[config.mk]
export PLATFORM = sky130hd
export DESIGN_NAME = sha512_ctrl
export DESIGN_NICKNAME = d
export VERILOG_FILES = /design/src/sv/sha512_pkg.sv /design/src/sv/sha512_ctrl.sv
export SDC_FILE = /design/constraint.sdc
export NUM_CORES = 1
export LEC_CHECK = 0
export ABC_AREA = 1
export BUFFER_PORTS_ARGS = -buffer_cell sky130_fd_sc_hd__buf_2
export CAP_MARGIN = 20
export CORE_MARGIN = 2
export CORE_UTILIZATION = 40
export CTS_CLUSTER_DIAMETER = 60
export DETAILED_ROUTE_END_ITERATION = 10
export GPL_TIMING_DRIVEN = 0
export PLACE_DENSITY = 0.72
export SLEW_MARGIN = 30
export SYNTH_ARGS = -nofsm -noshare
export SYNTH_HDL_FRONTEND = slang
export SYNTH_SLANG_ARGS = --single-unit
[constraint.sdc]
create_clock -name clk -period 1.2 [get_ports clk]
set_input_delay 0.36 -clock clk [delete_from_list [all_inputs] [get_ports clk]]
set_output_delay 0.36 -clock clk [all_outputs]
set_load 0.01 [all_outputs]
[src/sv/sha512_pkg.sv]
// ----------------------------------------------------------------------------
// sha512_pkg
// shared constants, round constant table and command/status types
// ----------------------------------------------------------------------------
package sha512_pkg;

    localparam int Rounds     = 80;
    localparam int BlockWords = 16;
    localparam int LenPos     = 14;

    localparam logic [63:0] PAD_MARK = 64'h8000000000000000;

    // controller to datapath commands
    typedef enum logic [2:0] {
        WCMD_NONE  = 3'd0,
        WCMD_DATA  = 3'd1,   // store the word as taken
        WCMD_LAST  = 3'd2,   // store masked word with pad mark
        WCMD_MARK  = 3'd3,   // store lone pad mark word
        WCMD_ZERO  = 3'd4,   // store zero fill
        WCMD_LENHI = 3'd5,
        WCMD_LENLO = 3'd6
    } wcmd_t;

    typedef struct packed {
        wcmd_t      wcmd;
        logic       round_start;  // load working regs from chain value
        logic       round_en;     // run one round
        logic       fold;         // add working regs into chain value
        logic       len_add;      // add bit count of the accepted word
        logic       restart;      // back to initial hash and zero length
    } dp_cmd_t;

    typedef struct packed {
        logic [4:0] words;        // words gathered in the current block
        logic [6:0] round;        // current round
    } dp_status_t;

    function automatic logic [63:0] init_hash(input logic [2:0] i);
        logic [63:0] v;
        case (i)
            3'd0: v = 64'h6a09e667f3bcc908;
            3'd1: v = 64'hbb67ae8584caa73b;
            3'd2: v = 64'h3c6ef372fe94f82b;
            3'd3: v = 64'ha54ff53a5f1d36f1;
            3'd4: v = 64'h510e527fade682d1;
            3'd5: v = 64'h9b05688c2b3e6c1f;
            3'd6: v = 64'h1f83d9abfb41bd6b;
            default: v = 64'h5be0cd19137e2179;
        endcase
        return v;
    endfunction

    localparam logic [63:0] K_TABLE [0:79] = '{
        64'h428a2f98d728ae22, 64'h7137449123ef65cd, 64'hb5c0fbcfec4d3b2f, 64'he9b5dba58189dbbc,
        64'h3956c25bf348b538, 64'h59f111f1b605d019, 64'h923f82a4af194f9b, 64'hab1c5ed5da6d8118,
        64'hd807aa98a3030242, 64'h12835b0145706fbe, 64'h243185be4ee4b28c, 64'h550c7dc3d5ffb4e2,
        64'h72be5d74f27b896f, 64'h80deb1fe3b1696b1, 64'h9bdc06a725c71235, 64'hc19bf174cf692694,
        64'he49b69c19ef14ad2, 64'hefbe4786384f25e3, 64'h0fc19dc68b8cd5b5, 64'h240ca1cc77ac9c65,
        64'h2de92c6f592b0275, 64'h4a7484aa6ea6e483, 64'h5cb0a9dcbd41fbd4, 64'h76f988da831153b5,
        64'h983e5152ee66dfab, 64'ha831c66d2db43210, 64'hb00327c898fb213f, 64'hbf597fc7beef0ee4,
        64'hc6e00bf33da88fc2, 64'hd5a79147930aa725, 64'h06ca6351e003826f, 64'h142929670a0e6e70,
        64'h27b70a8546d22ffc, 64'h2e1b21385c26c926, 64'h4d2c6dfc5ac42aed, 64'h53380d139d95b3df,
        64'h650a73548baf63de, 64'h766a0abb3c77b2a8, 64'h81c2c92e47edaee6, 64'h92722c851482353b,
        64'ha2bfe8a14cf10364, 64'ha81a664bbc423001, 64'hc24b8b70d0f89791, 64'hc76c51a30654be30,
        64'hd192e819d6ef5218, 64'hd69906245565a910, 64'hf40e35855771202a, 64'h106aa07032bbd1b8,
        64'h19a4c116b8d2d0c8, 64'h1e376c085141ab53, 64'h2748774cdf8eeb99, 64'h34b0bcb5e19b48a8,
        64'h391c0cb3c5c95a63, 64'h4ed8aa4ae3418acb, 64'h5b9cca4f7763e373, 64'h682e6ff3d6b2b8a3,
        64'h748f82ee5defb2fc, 64'h78a5636f43172f60, 64'h84c87814a1f0ab72, 64'h8cc702081a6439ec,
        64'h90befffa23631e28, 64'ha4506cebde82bde9, 64'hbef9a3f7b2c67915, 64'hc67178f2e372532b,
        64'hca273eceea26619c, 64'hd186b8c721c0c207, 64'heada7dd6cde0eb1e, 64'hf57d4f7fee6ed178,
        64'h06f067aa72176fba, 64'h0a637dc5a2c898a6, 64'h113f9804bef90dae, 64'h1b710b35131c471b,
        64'h28db77f523047d84, 64'h32caab7b40c72493, 64'h3c9ebe0a15c9bebc, 64'h431d67c49c100d4c,
        64'h4cc5d4becb3e42b6, 64'h597f299cfc657e2a, 64'h5fcb6fab3ad6faec, 64'h6c44198c4a475817
    };

endpackage

[src/sv/sha512_ctrl.sv]
// ----------------------------------------------------------------------------
// sha512_ctrl
// sequencer for word intake, padding, compression and digest output
// ----------------------------------------------------------------------------
module sha512_ctrl
    import sha512_pkg::*;
(
    input  logic        clk,
    input  logic        rst_n,
    input  logic        in_valid,
    input  logic        in_last,
    input  logic [3:0]  in_bytes,
    output logic        in_stall,
    input  logic        out_stall,
    output logic        out_valid,
    output logic [2:0]  out_index,
    input  dp_status_t  status,
    output dp_cmd_t     cmd
);

    localparam logic [2:0] S_IDLE  = 3'd0;
    localparam logic [2:0] S_MARK  = 3'd1;   // lone pad mark word
    localparam logic [2:0] S_FILL  = 3'd2;   // zero fill and length words
    localparam logic [2:0] S_START = 3'd3;
    localparam logic [2:0] S_ROUND = 3'd4;
    localparam logic [2:0] S_FOLD  = 3'd5;
    localparam logic [2:0] S_OUT   = 3'd6;

    logic [2:0] state_reg, state_next;
    logic       pad_reg, pad_next;     // padding in progress
    logic       mark_reg, mark_next;   // pad mark owed after a full final word
    logic       fit_reg, fit_next;     // length words go in the current block
    logic       done_reg, done_next;   // length words written
    logic [2:0] idx_reg, idx_next;
    logic       accept;
    logic       full;

    assign in_stall  = (state_reg != S_IDLE);
    assign accept    = in_valid && !in_stall;
    assign out_valid = (state_reg == S_OUT);
    assign out_index = idx_reg;

    always_comb
    begin
        state_next = state_reg;
        pad_next   = pad_reg;
        mark_next  = mark_reg;
        fit_next   = fit_reg;
        done_next  = done_reg;
        idx_next   = idx_reg;
        cmd        = '0;
        cmd.wcmd   = WCMD_NONE;
        full       = 1'b0;
        unique case (state_reg)
            S_IDLE:
            begin
                if (accept)
                begin
                    cmd.len_add = 1'b1;
                    full = (status.words == 5'(BlockWords - 1));
                    if (!in_last)
                    begin
                        cmd.wcmd = WCMD_DATA;
                        if (full)
                            state_next = S_START;
                    end
                    else
                    begin
                        pad_next = 1'b1;
                        if (in_bytes >= 4'd8)
                        begin
                            cmd.wcmd = WCMD_DATA;
                            mark_next = full;
                            state_next = full ? S_START : S_MARK;
                        end
                        else
                        begin
                            // mark shares the word; length fits if it lands before slot 14
                            cmd.wcmd = WCMD_LAST;
                            fit_next = (status.words < 5'(LenPos));
                            state_next = full ? S_START : S_FILL;
                        end
                    end
                end
            end
            S_MARK:
            begin
                cmd.wcmd = WCMD_MARK;
                mark_next = 1'b0;
                fit_next = (status.words < 5'(LenPos));
                state_next = (status.words == 5'(BlockWords - 1)) ? S_START : S_FILL;
            end
            S_FILL:
            begin
                if (fit_reg && status.words == 5'(LenPos))
                    cmd.wcmd = WCMD_LENHI;
                else if (fit_reg && status.words == 5'(LenPos + 1))
                begin
                    cmd.wcmd = WCMD_LENLO;
                    done_next = 1'b1;
                end
                else
                    cmd.wcmd = WCMD_ZERO;
                if (status.words == 5'(BlockWords - 1))
                    state_next = S_START;
            end
            S_START:
            begin
                cmd.round_start = 1'b1;
                state_next = S_ROUND;
            end
            S_ROUND:
            begin
                cmd.round_en = 1'b1;
                if (status.round == 7'(Rounds - 1))
                    state_next = S_FOLD;
            end
            S_FOLD:
            begin
                cmd.fold = 1'b1;
                if (!pad_reg)
                    state_next = S_IDLE;
                else if (mark_reg)
                    state_next = S_MARK;
                else if (done_reg)
                    state_next = S_OUT;
                else
                begin
                    // extra block of zero fill ending in the length
                    fit_next = 1'b1;
                    state_next = S_FILL;
                end
            end
            S_OUT:
            begin
                if (!out_stall)
                begin
                    idx_next = idx_reg + 3'd1;
                    if (idx_reg == 3'd7)
                    begin
                        cmd.restart = 1'b1;
                        pad_next = 1'b0;
                        fit_next = 1'b0;
                        done_next = 1'b0;
                        state_next = S_IDLE;
                    end
                end
            end
            default:
                state_next = S_IDLE;
        endcase
    end

    always_ff @(posedge clk or negedge rst_n)
    begin
        if (!rst_n)
        begin
            state_reg <= S_IDLE;
            pad_reg   <= 1'b0;
            mark_reg  <= 1'b0;
            fit_reg   <= 1'b0;
            done_reg  <= 1'b0;
            idx_reg   <= '0;
        end
        else
        begin
            state_reg <= state_next;
            pad_reg   <= pad_next;
            mark_reg  <= mark_next;
            fit_reg   <= fit_next;
            done_reg  <= done_next;
            idx_reg   <= idx_next;
        end
    end

    property p_out_only_padded;
        @(posedge clk) disable iff (!rst_n) out_valid |-> pad_reg;
    endproperty
    assert property (p_out_only_padded) else $error("digest without padding");

    property p_stall_busy;
        @(posedge clk) disable iff (!rst_n) (state_reg == S_ROUND) |-> in_stall;
    endproperty
    assert property (p_stall_busy) else $error("intake open during rounds");

    property p_restart_end;
        @(posedge clk) disable iff (!rst_n) cmd.restart |-> idx_reg == 3'd7;
    endproperty
    assert property (p_restart_end) else $error("restart before last digest word");

endmodule

==> summary.txt <==
Setup path
  – Setup CP Type: reg -> out
  – Reg2Reg Setup Slack: -0.17 ns
  – Setup crit end kind: output port
  – Worst R2R Start: state_reg[1]$_DFFE_PN0P_
  – Crit path capture: cmd[5]
  – Reg2reg end: fit_reg$_DFFE_PN0P_
  – R2R depth: 11
  – CP Data Arrival Time: 1.34 ns
  – CP max FO: 6
  – WP data required: 0.84 ns
  – Critical path startpoint category: flip-flop
  – Worst setup startpoint: state_reg[0]$_DFFE_PN0P_

Routing
  – Detailed Route WL: 2250 um
  – WL/cell: 11.4 um
  – DRT antenna net count: 0
  – Drt via density: 4.82
  – DR iter-0 viols: 24
  – Post-route DRC: 0
  – Routed vias: 955
  – DR pass1 iterations: 4

Timing
  – FMAX: 0.588 GHz
  – Fin worst setup slack: -0.500 ns
  – Worst Skew: 0.000370 ns
  – Slew @ Worst Pin: 0.329 ns
  – Final setup fails: 22
  – Period minus WS final: 1.70 ns
  – WHS: 0.381 ns
  – Final Cycle Share: 1.42
  – RSZ-0062 raised after global routing: true
  – Hold violation total from the final report: 0
  – Slew HR: 0.780
  – Fin. max-slew vios: 0
  – TNS Setup: -5.37 ns

Floorplanning
  – Rows: 16
  – Die H: 48.3 um
  – Initial Util: 0.412
  – DIE AREA: 2330 um2
  – Core area: 1900 um2
  – IO Pins: 34
  – Die width: 48.3 um

Layout
  – Fin util: 0.695
  – Multi-input logic area: 578 um2
  – Final net count: 195
  – Fillers: 160
  – Area growth, synth to finish: 68.7%
  – Layout cells sized above 1: 0.468
  – Layout Cells excl Fill: 198
  – Register area: 251 um2
  – Fin area: 1320 um2
  – Antenna diode count: 0

Global routing
  – Initial antenna violation count: 0
  – First-pass GRT wire length: 3080 um
  – GR Layer Usage met1: 0.262
  – GRT busiest layer: met2
  – Total gr overflow: 0
  – GR Util met3: 0.0407
  – Largest net degree at the start of global routing: 11
  – Grt met2 use: 0.297
  – Total GRT Usage: 0.195
  – Vias in the first global route: 759

Placement
  – Port Buffers: 30
  – DP Area: 1030 um2
  – RePlAce Congestion: 0.856
  – Pre-CTS setup slack: -0.320 ns
  – Placed cell count: 178
  – DP Wirelength: 1560 um

Clock network
  – H-tree depth: 1
  – Clock sink total: 10
  – Worst-Skew Late Latency: 0.26 ns
  – Clk root buf: clkbuf_4
  – CTS tree: yes
  – Maximum clock insertion buffer count: 2
  – CTS clk-pin slew, worst paths: 0.07 ns
  – CTS buffer count: 3

Synthesis
  – Top post-synthesis cells by area: dfrtp_1, nand2_1, nand3_1
  – FFs w/ async S/R, synth: 1.00
  – Post-synth EDFFs: 0
  – Syn nets: 144
  – Most used flip-flop cell after synthesis: dfrtp_1
  – Yosys reg bits: 10
  – Syn. warnings: 0
  – Syn Inst Count: 121
  – Most frequent cell after synthesis: nand2_1
  – Syn Area/Cell: 6.47 um2
  – Top cells by count, synth: nand2_1, inv_1, nand3_1
  – Yosys cell types: 20
  – Largest area contributor in the netlist: dfrtp_1
  – Cell Area, Synth: 783 um2
  – Seq/Total Area, Yosys: 0.319
  – Synth top area share: 0.319

Power
  – Cell Pwr Density: 1950 nW/um2
  – Worst VDD drop: 0.00104 V
  – Total power: 2.58 mW
  – Pleak: 0.734 nW

Outcome
  – Failing checks: negative setup slack
  – Outcome: complete, but fails checks

Hold path
  – Min-delay worst type: in -> reg

Job
  – Max cap viols: 0
## layer usage
layer	wire [um]	vias to the layer above
met4	21	0
met3	114	4
met5	0	-
met2	1150	33
li1	-	479
met1	959	439
## report_power, final
part           total [mW]  internal (mW)  switching, mW  leakage [nW]
combinational        1.75          0.820          0.926         0.592
sequential          0.525          0.437         0.0879         0.121
clock               0.305          0.184          0.121        0.0210
## area by class of cell
| class | count | share of cell area |
|---|---|---|
| flip-flops and latches | 10 | 0.190 |
| plain buffers | 2 | 0.0170 |
| clock buffers | 4 | 0.0275 |
| repair buffers | 46 | 0.244 |
| inverters | 19 | 0.0578 |
| multi-input cells | 90 | 0.437 |
| well taps | 27 | 0.0256 |
## what timing repair did
action                                  CTS  global route
buffers inserted                          9             7
pin swaps                                 5             5
hold buffers                              1             0
resized for setup                        19            14
endpoints found under the setup margin   17            23
endpoints found under the hold margin    10             0
## cells in the final DEF, fill, tap and decap left out, drive strengths merged
cell	synthesis	layout
nand2	39	39
o21ai	6	6
o211ai	1	1
nor2	17	17
buf	2	47
a21oi	5	5
ha	2	2
dlygate4sd3	0	1
xnor2	1	1
nand3b	2	2
dfrtp	10	10
inv	19	19
nand3	16	16
clkbuf	0	4
nor3	1	1
## cell families (layout without fill, tap and decap cells)
family / Yosys count / in the layout / share of synthesized area
XOR/XNOR: 1 / 1 / 0.0112
flip-flops: 10 / 10 / 0.319
buffers and inverters: 21 / 71 / 0.115
AO/OA/AOI/OAI: 12 / 12 / 0.0799
adder cells (fa/ha/maj): 2 / 2 / 0.0319
AND/OR/NAND/NOR: 75 / 75 / 0.442
## how the worst min path moves through the flow
stage	slack [ns]	depth (start not counted)	from	to
2_1_floorplan	0.06	0	rst_n	done_reg$_DFFE_PN0P_
3_3_place_gp	0.23	1	rst_n	fit_reg$_DFFE_PN0P_
3_5_place_dp	0.23	1	rst_n	fit_reg$_DFFE_PN0P_
4_1_cts	0.39	3	in_valid	pad_reg$_DFFE_PN0P_
5_1_grt	0.38	3	in_valid	pad_reg$_DFFE_PN0P_
6_report	0.38	3	in_valid	pad_reg$_DFFE_PN0P_
## critical path, stage by stage (launching register included)
cell and delay [ns]:
dfrtp_1 0.37, buf_6 0.13, nor2_4 0.13, nand2_4 0.07
nor2_4 0.09, nand2_1 0.06, o211ai_1 0.07, buf_2 0.15
Power figures use the tool's default switching activity.
